[src/design/clcd_pkg.sv]
`default_nettype none
package clcd_pkg;

	localparam int COLS = 20;
	localparam int ROWS = 4;
	localparam int DEPTH = ROWS * COLS;
	localparam int AW = $clog2(DEPTH);
	localparam int RW = $clog2(ROWS);

	localparam int OQ_DEPTH = 4;
	localparam int OQ_PW = $clog2(OQ_DEPTH);
	localparam int OQ_CW = $clog2(OQ_DEPTH + 1);

	localparam logic [7:0] CMD_MODE_SET = 8'h30;
	localparam logic [7:0] CMD_FUNC_SET = 8'h38;
	localparam logic [7:0] CMD_DISP_OFF = 8'h08;
	localparam logic [7:0] CMD_CLEAR = 8'h01;
	localparam logic [7:0] CMD_ENTRY = 8'h06;
	localparam logic [7:0] CMD_DISP_ON = 8'h0C;
	localparam logic [7:0] CHAR_SPACE = 8'h20;

	typedef enum logic [1:0] {
		OP_STEP = 2'd0,
		OP_TICK = 2'd1,
		OP_WRITE = 2'd2,
		OP_NONE = 2'd3
	} op_t;

	typedef enum logic [2:0] {
		REG_POWER_UP = 3'd0,
		REG_MODE_SET = 3'd1,
		REG_CLEAR = 3'd2,
		REG_CHAR_WRITE = 3'd3,
		REG_ROW0 = 3'd4,
		REG_ROW1 = 3'd5,
		REG_ROW2 = 3'd6,
		REG_ROW3 = 3'd7
	} reg_idx_t;

	typedef enum logic [2:0] {
		MODE_UNPLUGGED = 3'd0,
		MODE_INIT = 3'd1,
		MODE_CHAR = 3'd2,
		MODE_LINE0 = 3'd3,
		MODE_LINE1 = 3'd4,
		MODE_LINE2 = 3'd5,
		MODE_LINE3 = 3'd6
	} mode_t;

	typedef enum logic [3:0] {
		PH_DONE = 4'd0,
		PH_BEGIN = 4'd1,
		PH_POWER = 4'd2,
		PH_SET1 = 4'd3,
		PH_SET2 = 4'd4,
		PH_FUNC = 4'd5,
		PH_DISPOFF = 4'd6,
		PH_CLEAR = 4'd7,
		PH_ENTRY = 4'd8,
		PH_DISPON = 4'd9
	} phase_t;

	typedef struct packed {
		logic [9:0] power_up_delay;
		logic [9:0] mode_set_delay;
		logic [9:0] clear_delay;
		logic [9:0] char_write_delay;
		logic [3:0][7:0] row_cmd;
	} cfg_t;

	typedef struct packed {
		logic reg_select;
		logic [7:0] lcd_byte;
		logic last;
	} result_t;

	typedef struct packed {
		logic [1:0] n;
		result_t r0;
		result_t r1;
	} push_t;

	function automatic logic [AW-1:0] buf_addr(input logic [RW-1:0] r, input logic [4:0] c);
		buf_addr = AW'(int'(r) * COLS + int'(c));
	endfunction

endpackage
`default_nettype wire

[src/design/clcd_regs.sv]
`default_nettype none
module clcd_regs (
	input wire logic clk,
	input wire logic arst_n,
	input wire logic psel,
	input wire logic penable,
	input wire logic pwrite,
	input wire logic [4:0] paddr,
	input wire logic [31:0] pwdata,
	output logic [31:0] prdata,
	output logic pready,
	output clcd_pkg::cfg_t cfg
);

	clcd_pkg::cfg_t cfg_q;
	clcd_pkg::reg_idx_t idx;
	logic wr;

	assign idx = clcd_pkg::reg_idx_t'(paddr[4:2]);
	assign wr = psel && penable && pwrite;
	assign pready = 1'b1;
	assign cfg = cfg_q;

	always_ff @(posedge clk or negedge arst_n) begin
		if (!arst_n) begin
			cfg_q.power_up_delay <= 10'd250;
			cfg_q.mode_set_delay <= 10'd5;
			cfg_q.clear_delay <= 10'd2;
			cfg_q.char_write_delay <= 10'd2;
			cfg_q.row_cmd[0] <= 8'd128;
			cfg_q.row_cmd[1] <= 8'd192;
			cfg_q.row_cmd[2] <= 8'd148;
			cfg_q.row_cmd[3] <= 8'd212;
		end else if (wr) begin
			unique case (idx)
				clcd_pkg::REG_POWER_UP: cfg_q.power_up_delay <= pwdata[9:0];
				clcd_pkg::REG_MODE_SET: cfg_q.mode_set_delay <= pwdata[9:0];
				clcd_pkg::REG_CLEAR: cfg_q.clear_delay <= pwdata[9:0];
				clcd_pkg::REG_CHAR_WRITE: cfg_q.char_write_delay <= pwdata[9:0];
				clcd_pkg::REG_ROW0: cfg_q.row_cmd[0] <= pwdata[7:0];
				clcd_pkg::REG_ROW1: cfg_q.row_cmd[1] <= pwdata[7:0];
				clcd_pkg::REG_ROW2: cfg_q.row_cmd[2] <= pwdata[7:0];
				clcd_pkg::REG_ROW3: cfg_q.row_cmd[3] <= pwdata[7:0];
			endcase
		end
	end

	always_comb begin
		unique case (idx)
			clcd_pkg::REG_POWER_UP: prdata = {22'd0, cfg_q.power_up_delay};
			clcd_pkg::REG_MODE_SET: prdata = {22'd0, cfg_q.mode_set_delay};
			clcd_pkg::REG_CLEAR: prdata = {22'd0, cfg_q.clear_delay};
			clcd_pkg::REG_CHAR_WRITE: prdata = {22'd0, cfg_q.char_write_delay};
			clcd_pkg::REG_ROW0: prdata = {24'd0, cfg_q.row_cmd[0]};
			clcd_pkg::REG_ROW1: prdata = {24'd0, cfg_q.row_cmd[1]};
			clcd_pkg::REG_ROW2: prdata = {24'd0, cfg_q.row_cmd[2]};
			clcd_pkg::REG_ROW3: prdata = {24'd0, cfg_q.row_cmd[3]};
		endcase
	end

endmodule
`default_nettype wire

[src/design/clcd_outq.sv]
`default_nettype none
module clcd_outq (
	input wire logic clk,
	input wire logic arst_n,
	input wire clcd_pkg::push_t push,
	output logic room,
	output logic result_valid,
	input wire logic result_stall,
	output clcd_pkg::result_t head
);

	clcd_pkg::result_t ent_q [clcd_pkg::OQ_DEPTH];
	logic [clcd_pkg::OQ_PW-1:0] wp_q;
	logic [clcd_pkg::OQ_PW-1:0] rp_q;
	logic [clcd_pkg::OQ_CW-1:0] cnt_q;
	logic pop;

	assign result_valid = (cnt_q != '0);
	assign pop = result_valid && !result_stall;
	assign room = (cnt_q <= clcd_pkg::OQ_CW'(clcd_pkg::OQ_DEPTH - 2));
	assign head = ent_q[rp_q];

	always_ff @(posedge clk or negedge arst_n) begin
		if (!arst_n) begin
			wp_q <= '0;
			rp_q <= '0;
			cnt_q <= '0;
		end else begin
			wp_q <= wp_q + clcd_pkg::OQ_PW'(push.n);
			if (pop) begin
				rp_q <= rp_q + 1'b1;
			end
			cnt_q <= cnt_q + clcd_pkg::OQ_CW'(push.n) - clcd_pkg::OQ_CW'(pop);
		end
	end

	always_ff @(posedge clk) begin
		if (push.n != 2'd0) begin
			ent_q[wp_q] <= push.r0;
		end
		if (push.n == 2'd2) begin
			ent_q[wp_q + 1'b1] <= push.r1;
		end
	end

endmodule
`default_nettype wire

[src/design/clcd_ctrl.sv]
`default_nettype none
module clcd_ctrl (
	input wire logic clk,
	input wire logic arst_n,
	input wire clcd_pkg::cfg_t cfg,
	input wire logic item_valid,
	output logic item_stall,
	input wire logic [1:0] op,
	input wire logic module_present,
	input wire logic [2:0] row,
	input wire logic [4:0] col,
	input wire logic [7:0] char_code,
	input wire logic room,
	output clcd_pkg::push_t push
);

	logic valid_s1;
	logic [1:0] op_s1;
	logic present_s1;
	logic [2:0] row_s1;
	logic [4:0] col_s1;
	logic [7:0] char_s1;

	clcd_pkg::mode_t mode_q, mode_n;
	clcd_pkg::phase_t phase_q, phase_n;
	logic [9:0] timer_q, timer_n;
	logic [clcd_pkg::RW-1:0] rrow_q, rrow_n;
	logic [4:0] rcol_q, rcol_n;
	logic [7:0] cur_q;

	logic [7:0] mem [clcd_pkg::DEPTH];
	logic [clcd_pkg::DEPTH-1:0] vld_q;

	logic fire;
	logic expired;
	logic wr_en;
	logic [clcd_pkg::AW-1:0] wr_addr;
	logic [clcd_pkg::AW-1:0] rd_addr;
	logic [5:0] col_inc;
	logic [1:0] cnt;
	clcd_pkg::result_t res [2];

	assign item_stall = valid_s1 && !room;
	assign fire = valid_s1 && room;

	always_ff @(posedge clk or negedge arst_n) begin
		if (!arst_n) begin
			valid_s1 <= 1'b0;
		end else if (!item_stall) begin
			valid_s1 <= item_valid;
		end
	end

	always_ff @(posedge clk) begin
		if (item_valid && !item_stall) begin
			op_s1 <= op;
			present_s1 <= module_present;
			row_s1 <= row;
			col_s1 <= col;
			char_s1 <= char_code;
		end
	end

	assign wr_en = fire && (clcd_pkg::op_t'(op_s1) == clcd_pkg::OP_WRITE)
		&& (int'(row_s1) < clcd_pkg::ROWS) && (int'(col_s1) < clcd_pkg::COLS);
	assign wr_addr = clcd_pkg::buf_addr(row_s1[clcd_pkg::RW-1:0], col_s1);
	assign rd_addr = clcd_pkg::buf_addr(rrow_n, rcol_n);
	assign col_inc = {1'b0, rcol_q} + 6'd1;

	always_comb begin
		mode_n = mode_q;
		phase_n = phase_q;
		timer_n = timer_q;
		rrow_n = rrow_q;
		rcol_n = rcol_q;
		cnt = 2'd0;
		res[0] = '0;
		res[1] = '0;
		expired = (timer_q == 10'd0);
		if (fire) begin
			unique case (clcd_pkg::op_t'(op_s1))
				clcd_pkg::OP_TICK: begin
					if (timer_q != 10'd0) begin
						timer_n = timer_q - 10'd1;
					end
				end
				clcd_pkg::OP_STEP: begin
					unique case (phase_q)
						clcd_pkg::PH_BEGIN: begin
							phase_n = clcd_pkg::PH_POWER;
							timer_n = cfg.power_up_delay;
						end
						clcd_pkg::PH_POWER: begin
							if (expired) begin
								res[cnt[0]] = '{1'b0, clcd_pkg::CMD_MODE_SET, 1'b0};
								cnt = cnt + 2'd1;
								phase_n = clcd_pkg::PH_SET1;
								timer_n = cfg.mode_set_delay;
							end
						end
						clcd_pkg::PH_SET1: begin
							if (expired) begin
								res[cnt[0]] = '{1'b0, clcd_pkg::CMD_MODE_SET, 1'b0};
								cnt = cnt + 2'd1;
								phase_n = clcd_pkg::PH_SET2;
								timer_n = cfg.mode_set_delay;
							end
						end
						clcd_pkg::PH_SET2: begin
							if (expired) begin
								res[cnt[0]] = '{1'b0, clcd_pkg::CMD_MODE_SET, 1'b0};
								cnt = cnt + 2'd1;
								phase_n = clcd_pkg::PH_FUNC;
							end
						end
						clcd_pkg::PH_FUNC: begin
							res[cnt[0]] = '{1'b0, clcd_pkg::CMD_FUNC_SET, 1'b0};
							cnt = cnt + 2'd1;
							phase_n = clcd_pkg::PH_DISPOFF;
						end
						clcd_pkg::PH_DISPOFF: begin
							res[cnt[0]] = '{1'b0, clcd_pkg::CMD_DISP_OFF, 1'b0};
							cnt = cnt + 2'd1;
							phase_n = clcd_pkg::PH_CLEAR;
						end
						clcd_pkg::PH_CLEAR: begin
							res[cnt[0]] = '{1'b0, clcd_pkg::CMD_CLEAR, 1'b0};
							cnt = cnt + 2'd1;
							phase_n = clcd_pkg::PH_ENTRY;
							timer_n = cfg.clear_delay;
						end
						clcd_pkg::PH_ENTRY: begin
							if (expired) begin
								res[cnt[0]] = '{1'b0, clcd_pkg::CMD_ENTRY, 1'b0};
								cnt = cnt + 2'd1;
								phase_n = clcd_pkg::PH_DISPON;
								timer_n = cfg.clear_delay;
							end
						end
						clcd_pkg::PH_DISPON: begin
							if (expired) begin
								res[cnt[0]] = '{1'b0, clcd_pkg::CMD_DISP_ON, 1'b0};
								cnt = cnt + 2'd1;
								phase_n = clcd_pkg::PH_DONE;
							end
						end
						default: phase_n = clcd_pkg::PH_DONE;
					endcase

					unique case (mode_q)
						clcd_pkg::MODE_UNPLUGGED: begin
							if (present_s1) begin
								phase_n = clcd_pkg::PH_BEGIN;
								mode_n = clcd_pkg::MODE_INIT;
								timer_n = 10'd0;
							end
						end
						clcd_pkg::MODE_INIT: begin
							if (!present_s1) begin
								phase_n = clcd_pkg::PH_DONE;
								mode_n = clcd_pkg::MODE_UNPLUGGED;
								timer_n = 10'd0;
							end else if (phase_n == clcd_pkg::PH_DONE) begin
								res[cnt[0]] = '{1'b0, cfg.row_cmd[0], 1'b0};
								cnt = cnt + 2'd1;
								rrow_n = '0;
								rcol_n = '0;
								mode_n = clcd_pkg::MODE_CHAR;
								timer_n = cfg.char_write_delay;
							end
						end
						clcd_pkg::MODE_CHAR: begin
							if (!present_s1) begin
								mode_n = clcd_pkg::MODE_UNPLUGGED;
								timer_n = 10'd0;
							end else if (timer_n == 10'd0) begin
								res[cnt[0]] = '{1'b1, cur_q, 1'b0};
								cnt = cnt + 2'd1;
								if (col_inc >= 6'(clcd_pkg::COLS)) begin
									rcol_n = '0;
									rrow_n = rrow_q + 1'b1;
									timer_n = 10'd0;
									unique case (rrow_n)
										2'd0: mode_n = clcd_pkg::MODE_LINE0;
										2'd1: mode_n = clcd_pkg::MODE_LINE1;
										2'd2: mode_n = clcd_pkg::MODE_LINE2;
										2'd3: mode_n = clcd_pkg::MODE_LINE3;
									endcase
								end else begin
									rcol_n = col_inc[4:0];
									timer_n = cfg.char_write_delay;
								end
							end
						end
						clcd_pkg::MODE_LINE0, clcd_pkg::MODE_LINE1,
						clcd_pkg::MODE_LINE2, clcd_pkg::MODE_LINE3: begin
							unique case (mode_q)
								clcd_pkg::MODE_LINE0: res[cnt[0]] = '{1'b0, cfg.row_cmd[0], 1'b0};
								clcd_pkg::MODE_LINE1: res[cnt[0]] = '{1'b0, cfg.row_cmd[1], 1'b0};
								clcd_pkg::MODE_LINE2: res[cnt[0]] = '{1'b0, cfg.row_cmd[2], 1'b0};
								default: res[cnt[0]] = '{1'b0, cfg.row_cmd[3], 1'b0};
							endcase
							cnt = cnt + 2'd1;
							mode_n = clcd_pkg::MODE_CHAR;
							timer_n = cfg.char_write_delay;
						end
						default: mode_n = clcd_pkg::MODE_UNPLUGGED;
					endcase

					if (cnt == 2'd2) begin
						res[1].last = 1'b1;
					end else if (cnt == 2'd1) begin
						res[0].last = 1'b1;
					end
				end
				default: begin
				end
			endcase
		end
	end

	assign push = '{cnt, res[0], res[1]};

	always_ff @(posedge clk or negedge arst_n) begin
		if (!arst_n) begin
			mode_q <= clcd_pkg::MODE_UNPLUGGED;
			phase_q <= clcd_pkg::PH_DONE;
			timer_q <= '0;
			rrow_q <= '0;
			rcol_q <= '0;
			vld_q <= '0;
			cur_q <= clcd_pkg::CHAR_SPACE;
		end else begin
			mode_q <= mode_n;
			phase_q <= phase_n;
			timer_q <= timer_n;
			rrow_q <= rrow_n;
			rcol_q <= rcol_n;
			if (wr_en) begin
				vld_q[wr_addr] <= 1'b1;
			end
			if (wr_en && (wr_addr == rd_addr)) begin
				cur_q <= char_s1;
			end else if (vld_q[rd_addr]) begin
				cur_q <= mem[rd_addr];
			end else begin
				cur_q <= clcd_pkg::CHAR_SPACE;
			end
		end
	end

	always_ff @(posedge clk) begin
		if (wr_en) begin
			mem[wr_addr] <= char_s1;
		end
	end

endmodule
`default_nettype wire

[src/design/char_lcd_refresh_controller.sv]
// Flow: an accepted transaction is registered in the input stage, then processed once the output
// queue has room; its results are written into that queue, whose head is offered on the result channel.
// Throughput: one transaction per cycle while the output queue has room; a step that emits two bytes
// queues both in order; the input stalls when the four-entry output queue lacks room for two results.
// Reset: asynchronous, active low; the character buffer reads as spaces through per-entry
// valid flags, so no clearing pass is needed and transactions are taken right after reset.
`default_nettype none
module char_lcd_refresh_controller (
	input wire logic clk,
	input wire logic arst_n,
	input wire logic psel,
	input wire logic penable,
	input wire logic pwrite,
	input wire logic [4:0] paddr,
	input wire logic [31:0] pwdata,
	output logic [31:0] prdata,
	output logic pready,
	input wire logic item_valid,
	output logic item_stall,
	input wire logic [1:0] op,
	input wire logic module_present,
	input wire logic [2:0] row,
	input wire logic [4:0] col,
	input wire logic [7:0] char_code,
	output logic result_valid,
	input wire logic result_stall,
	output logic reg_select,
	output logic [7:0] lcd_byte,
	output logic last
);

	clcd_pkg::cfg_t cfg;
	clcd_pkg::push_t push;
	clcd_pkg::result_t head;
	logic room;

	clcd_regs u_regs (
		.clk(clk),
		.arst_n(arst_n),
		.psel(psel),
		.penable(penable),
		.pwrite(pwrite),
		.paddr(paddr),
		.pwdata(pwdata),
		.prdata(prdata),
		.pready(pready),
		.cfg(cfg)
	);

	clcd_ctrl u_ctrl (
		.clk(clk),
		.arst_n(arst_n),
		.cfg(cfg),
		.item_valid(item_valid),
		.item_stall(item_stall),
		.op(op),
		.module_present(module_present),
		.row(row),
		.col(col),
		.char_code(char_code),
		.room(room),
		.push(push)
	);

	clcd_outq u_outq (
		.clk(clk),
		.arst_n(arst_n),
		.push(push),
		.room(room),
		.result_valid(result_valid),
		.result_stall(result_stall),
		.head(head)
	);

	assign reg_select = head.reg_select;
	assign lcd_byte = head.lcd_byte;
	assign last = head.last;

endmodule
`default_nettype wire

[config.mk]
export PLATFORM = sky130hd
export DESIGN_NAME = char_lcd_refresh_controller
export DESIGN_NICKNAME = d
export VERILOG_FILES = /design/src/design/clcd_pkg.sv /design/src/design/clcd_regs.sv /design/src/design/clcd_outq.sv /design/src/design/clcd_ctrl.sv /design/src/design/char_lcd_refresh_controller.sv
export SDC_FILE = /design/constraint.sdc
export NUM_CORES = 1
export LEC_CHECK = 0
export ABC_AREA = 0
export BUFFER_PORTS_ARGS = -buffer_cell sky130_fd_sc_hd__buf_2
export CAP_MARGIN = 25
export CORE_MARGIN = 8
export CORE_UTILIZATION = 62
export DETAILED_ROUTE_END_ITERATION = 7
export GPL_ROUTABILITY_DRIVEN = 0
export PLACE_DENSITY = 0.79
export SYNTH_ARGS = -nofsm -noshare
export SYNTH_HDL_FRONTEND = slang
export SYNTH_SLANG_ARGS = --single-unit
[constraint.sdc]
create_clock -name clk -period 7.5 [get_ports clk]
set_input_delay 0.75 -clock clk [delete_from_list [all_inputs] [get_ports clk]]
set_output_delay 0.75 -clock clk [all_outputs]
set_load 0.02 [all_outputs]
==> impl_results.md, run 1 <==
- Status: complete, but fails checks
- Failing checks: design-rule violations
- Area grow syn2layout: 10.7%
- Post-DRT Antenna Nets: 0
- Die W: 268 um
- Vias in the first global route: 26.0k
- Initial antenna violation count: 0
- Count of unresolved DRC violations after routing: 16
- Mean post-synth cell area: 13.6 um2
- Hold_buf cts: 0
- Post-CTS Setup Repair Bufs: 0
- Worst setup EP type: flop
- DP Area: 40600 um2
- P_int: 8.90 mW
- Clock Tree Root: clkbuf_16
- Mapped Cells: 2890
- # resized after CTS: 0
- CTS tree: built
- Sequential power share: 0.488
- Synth area leader: edfxtp_1
- First-pass GRT wire length: 160000 um
- Area of the multi-input gates: 12600 um2
- Lkg Pwr: 15.7 nW
- Drt pass-1 iters: 8
- Synth Flop Type: edfxtp_1
- Htree depth: 3
- Initial Util: 0.626
- Required time worst endpoint: 8.07 ns
- Distinct cells, synth: 88
- Tcrit/Tclk final: 0.979
- Max-slew violations: 0
- Final Hold Violating Endpoints: 0
- CP Launch Type: flop
- Final Skew: 0.0244 ns
- Iteration-0 DRC Markers: 4084
- WS Path Type: flop to flop
- Crit Path Max Fanout: 19
- Achievable frequency: 136 MHz
- Reg clk slew, reported paths: 0.06 ns
- Final #Nets: 3050
- Slew headroom: 0.290
- Final Setup Violations: 0
- Worst Hold Class: primary input to asynchronous set/reset pin
- Setup TNS: 0 ns
- Cell Area, Synth: 39300 um2
- Area share of the largest cell type after synthesis: 0.534
- WL/cell: 27.5 um
- Dpl hpwl: 68300 um
- Tmin final: 7.34 ns
- Count leader, synth: edfxtp_1
- Max_cap viols: 0
- Commonest cells in the netlist: 699 x edfxtp_1, 325 x nand2_1, 236 x nor2_1
- Combinational share of power: 0.161
- NetSw: 3.48 mW
- CTS Buffer Depth: 3
- Largest cells by area after synthesis: edfxtp_1 53%, dfrtp_1 11%, mux4_2 4.8%, mux2i_1 4.0%, nand2_1 3.1%
- I/O pin cnt: 108
- I/O Buffers: 60
- Vias: 26.3k
- FP Rows: 92
- Die height: 268 um
- Total Wirelength: 107000 um
- Largest net degree at the start of global routing: 134
- Crit path DAT: 7.92 ns
- Sw Share: 0.281
- Die area: 71700 um2
- Number of flops mapped to enable cells by yosys: 699
- Vias/cell: 6.77
- Worst skew pair latency: 0.65 ns
- Power Dens Cells: 284 nW/um2
- Total CTS buffers: 88
- Number of diodes: 0
- Core outline area: 62900 um2
- YS warnings: 0
- Storage cell area: 25800 um2
- Tightest Pin Transition: 1.06 ns
- Cell area after layout: 43500 um2
- Register area share after synthesis: 0.657
- Maximum vdd drop: 0.000193 V
- Gr usage total: 0.296
- #FFs+latches synth: 891
- Clock Power Share: 0.351
- Post-synth ARST share: 0.215
- Layout cells sized above 1: 0.189
- GRT Residual Overflow: 0
- Clock sink count: 891
- Fill cell count: 4114
## area by class of cell
cell class	count	area share
multi-input cells	1800	0.289
inverters	42	0.00397
flip-flops and latches	891	0.593
clock buffers	127	0.0585
clock inverters	39	0.00733
repair buffers	144	0.0236
well taps	846	0.0243
## cell usage in the layout (no fill, tap or decap), types with 15 or more instances in the layout
master and count:
ha_1 16, a22oi_1 15, o21ai_0 84, nand4_1 19, conb_1 23, clkinv_2 22, xnor2_1 18, nor4_1 23
dfrtp_1 171, mux4_2 83, inv_1 37, nand2b_1 20, dfstp_2 21, buf_4 77, and2_1 22, buf_2 59
clkbuf_1 24, o22ai_1 29, mux2i_1 158, a31oi_1 27, edfxtp_1 699, nand2_1 325, a211oi_1 22, clkbuf_16 92
mux2_2 84, and3_1 20, nor2b_1 25, nor3_1 33, nand3_1 117, a21oi_1 97, or2_2 88, nor2_1 236
## worst paths after layout
| kind | slack, ns | startpoint | endpoint | depth (start not counted) |
|---|---|---|---|---|
| setup reg to reg | 0.16 | u_ctrl.phase_q[2] | u_ctrl.cur_q[3] | 22 |
| min in group clk | 0.28 | char_code[5] | u_ctrl.char_s1[5] | 1 |
| hold / removal | 0.14 | arst_n | u_regs.cfg[53] | 1 |
| max in group asynchronous | 6.13 | arst_n | u_ctrl.vld_q[13] | 2 |
| hold reg to reg | 0.46 | u_ctrl.vld_q[15] | u_ctrl.vld_q[15] | 1 |
| setup / recovery | 0.16 | u_ctrl.phase_q[2] | u_ctrl.cur_q[3] | 22 |
## routing by layer
layer / wire, um / GRT usage / vias to the layer above
met5: 0 / 0 / -
met4: 6630 / 0.157 / 0
met3: 12700 / 0.0797 / 456
met2: 49800 / 0.471 / 1969
met1: 37700 / 0.374 / 12871
li1: - / - / 11039
## power by group through the flow
stage / Sequential, mW / Clock (mW) / Combinational, mW
finish: 6.04 / 4.34 / 1.99
global route: 6.06 / 4.56 / 2.14
CTS: 6.02 / 4.37 / 1.94
detailed placement: 6.12 / 0 / 1.93
global placement: 6.10 / 0 / 1.84
floorplan: 6.08 / 0 / 1.29
## metrics by stage
step	instances	total power, mW	util	hold slack, ns	setup slack [ns]
2_1_floorplan	2911	7.36	-	0.430	1.15
3_3_place_gp	3716	7.95	0.645	0.442	0.534
4_1_cts	3884	12.3	0.691	0.144	0.405
3_5_place_dp	3718	8.04	0.646	0.446	0.462
5_1_grt	3889	12.8	0.692	0.172	-0.0183
6_report	3889	12.4	0.692	0.144	0.157
## cell families (layout without fill, tap and decap cells)
group | after synthesis | in the layout | share of synthesized area
AND/OR/NAND/NOR | 969 | 969 | 0.116
adder cells (fa/ha/maj) | 20 | 20 | 0.00694
multiplexers | 328 | 328 | 0.113
flip-flops | 891 | 891 | 0.657
XOR/XNOR | 27 | 27 | 0.00601
other | 2 | 23 | 0.000191
buffers and inverters | 220 | 352 | 0.0265
AO/OA/AOI/OAI | 433 | 433 | 0.0746
## registers in the layout, summed over array words and instances (netlist names)
name,count
u_ctrl.mem,640
u_ctrl.vld_q,80
u_regs.cfg,72
u_outq.ent_q,40
u_ctrl.timer_q,10
u_ctrl.char_s1,8
u_ctrl.cur_q,8
u_ctrl.col_s1,5
u_ctrl.rcol_q,5
u_ctrl.phase_q,4
u_ctrl.mode_q,3
u_ctrl.row_s1,3
u_outq.cnt_q,3
u_ctrl.op_s1,2
u_ctrl.rrow_q,2
u_outq.rp_q,2
u_outq.wp_q,2
u_ctrl.present_s1,1
u_ctrl.valid_s1,1
## critical path: stages, from the launching register on
cell,delay [ns]
dfrtp_1,0.60
buf_4,0.29
or3b_2,0.50
o211ai_1,0.24
o21ai_1,0.15
a221o_1,0.34
or4b_1,0.73
nor4_1,0.47
inv_1,0.12
o31ai_1,0.24
buf_4,0.19
ha_4,0.13
inv_1,0.05
fa_1,0.47
xnor2_2,0.48
buf_4,0.36
and3_1,0.29
buf_4,0.17
nand2_1,0.19
o221ai_1,0.30
a31oi_1,0.13
a31oi_1,0.56
a32o_1,0.25
Note: power is estimated with default switching activity, not from simulation.
==> run 2: changes to the inputs <==
--- a/config.mk
+++ b/config.mk
@@ -12,6 +12,7 @@
 export CORE_UTILIZATION = 62
 export DETAILED_ROUTE_END_ITERATION = 7
 export GPL_ROUTABILITY_DRIVEN = 0
+export MAX_ROUTING_LAYER = met4
 export PLACE_DENSITY = 0.79
 export SYNTH_ARGS = -nofsm -noshare
 export SYNTH_HDL_FRONTEND = slang
==> impl_results.md, run 2 (synthesis gave the netlist of run 1 again) <==
- Total Wirelength: 107000 um
- Biggest register: u_ctrl.mem
- Count of unresolved DRC violations after routing: 1
- Core outline area: 62900 um2
- Area grow syn2layout: 10.7%
- WL/cell: 27.4 um
- Most frequent cells in the layout: 699 x edfxtp_1, 325 x nand2_1, 236 x nor2_1, 171 x dfrtp_1, 158 x mux2i_1
- Status: complete, but fails checks
- Area of the multi-input gates: 12600 um2
- Final Setup Violations: 0
- NetSw: 3.47 mW
- WS Path Type: flop to flop
- Sw Share: 0.281
- Number of diodes: 0
- Setup TNS: 0 ns
- Post-route total power: 12.4 mW
- Worst setup EP type: flop
- Clock Tree Root: clkbuf_16
- Clock Power Share: 0.351
- First-pass GRT wire length: 160000 um
- Most common cell after layout, fill and taps aside: edfxtp_1
- Initial Util: 0.626
- Dpl hpwl: 68300 um
- Drt pass-1 iters: 8
- Iteration-0 DRC Markers: 4374
- Hold slack: 0.141 ns
- Power Dens Cells: 284 nW/um2
- Vias in the first global route: 26.0k
- Storage cell area: 25800 um2
- Lkg Pwr: 15.7 nW
- Clock sink count: 891
- Achievable frequency: 136 MHz
- Htree depth: 3
- Die area: 71700 um2
- Final core utilization: 0.692
- Combinational share of power: 0.161
- Required time worst endpoint: 8.07 ns
- RSZ-0062 raised after global routing: false
- P_int: 8.90 mW
- Crit path DAT: 7.94 ns
- Worst Setup Slack, final: 0.130 ns
- Gr usage total: 0.305
- Vias/cell: 6.76
- Last element of the critical path: u_ctrl.cur_q[3]
- Fill cell count: 4116
- FF-to-FF path depth: 22
- Total CTS buffers: 88
- Maximum vdd drop: 0.000193 V
- Tcrit/Tclk final: 0.983
- Initial antenna violation count: 0
- Largest net degree at the start of global routing: 134
- Max FFs per register: 640
- Cell area after layout: 43500 um2
- R2R Path End: u_ctrl.cur_q[3]
- Worst skew pair latency: 0.65 ns
- Die height: 268 um
- Final cell count without fillers: 3889
- DP Area: 40600 um2
- Hold_buf cts: 0
- # placed instances: 3718
- Worst r2r src: u_ctrl.phase_q[2]
- Max_cap viols: 0
- Final Hold Violating Endpoints: 0
- Die W: 268 um
- Tmin final: 7.37 ns
- Critical Path Source: u_ctrl.phase_q[2]
- Vias: 26.3k
- I/O pin cnt: 108
- GRT Residual Overflow: 0
- Sequential power share: 0.488
- Crit Path Max Fanout: 19
- Post-DRT Antenna Nets: 0
- Reg clk slew, reported paths: 0.06 ns
- CTS tree: built
- Slew headroom: 0.282
- Final Skew: 0.0224 ns
- Reg2reg setup slack: 0.13 ns
- Tightest Pin Transition: 1.08 ns
- FP Rows: 92
- CP Launch Type: flop
- Final #Nets: 3050
- DP Worst Slack: 0.462 ns
- Max-slew violations: 0
- CTS Buffer Depth: 3
- I/O Buffers: 60
- Layout cells sized above 1: 0.189
- Worst Hold Class: primary input to asynchronous set/reset pin
- Failing checks: design-rule violations
==> run 2: cell count changes in the layout (fill, tap and decap cells not counted) <==
cell	previous run	this run
buf_4	77	78
buf_6	2	1
o21ai_1	5	6
o21ai_0	84	83
==> run 2: power by group through the flow <==
| stage | Sequential (mW) | Clock, mW | Combinational [mW] |
|---|---|---|---|
| 2_1_floorplan | 6.08 | 0 | 1.29 |
| 3_3_place_gp | 6.10 | 0 | 1.84 |
| 3_5_place_dp | 6.12 | 0 | 1.93 |
| 4_1_cts | 6.02 | 4.37 | 1.94 |
| 5_1_grt | 6.06 | 4.56 | 2.13 |
| 6_report | 6.04 | 4.34 | 1.99 |
==> run 2: timing repair <==
item	in CTS	in global routing
endpoints found under the setup margin	0	8
resized for setup	0	2
setup buffers	0	0
hold endpoints to repair	0	0
==> run 2: area by class of cell <==
| class | count | share of cell area |
|---|---|---|
| Sequential cell | 891 | 0.593 |
| Multi-Input combinational cell | 1800 | 0.289 |
| Clock buffer | 127 | 0.0585 |
| Tap cell | 846 | 0.0243 |
| Timing Repair Buffer | 144 | 0.0235 |
| Clock inverter | 39 | 0.00733 |
| Inverter | 42 | 0.00397 |
==> run 2: per-layer routing <==
metal  wire [um]  global-route usage  share of wire  up-vias
met1       37600               0.373           0.35    12896
met4        6860               0.161          0.064        0
li1            -                   -              -    11032
met2       49500               0.469           0.46     1878
met3       12700              0.0780           0.12      476
met5           0                   -              0        -
==> run 2: worst max-delay path, stage by stage (launching register included) <==
cell and delay, ns:
dfrtp_1 0.61, buf_4 0.29, or3b_2 0.50, o211ai_1 0.22, o21ai_1 0.15, a221o_1 0.34, or4b_1 0.73, nor4_1 0.46
inv_1 0.12, o31ai_1 0.23, buf_4 0.19, ha_4 0.13, inv_1 0.05, fa_1 0.47, xnor2_2 0.51, buf_4 0.37
and3_1 0.29, buf_4 0.18, nand2_1 0.19, o221ai_1 0.31, a31oi_1 0.13, a31oi_1 0.55, a32o_1 0.25
==> run 2: worst min path at each step <==
stage                           startpoint           endpoint  slack (ns)  depth (start not counted)
final                               arst_n  u_ctrl.timer_q[5]        0.14                          1
after global routing                arst_n  u_ctrl.timer_q[7]        0.16                          1
after CTS                           arst_n     u_regs.cfg[53]        0.14                          1
after detailed placement  u_ctrl.vld_q[30]   u_ctrl.vld_q[30]        0.45                          1
after global placement    u_ctrl.vld_q[30]   u_ctrl.vld_q[30]        0.44                          1
after floorplan           u_ctrl.vld_q[25]   u_ctrl.vld_q[25]        0.43                          1
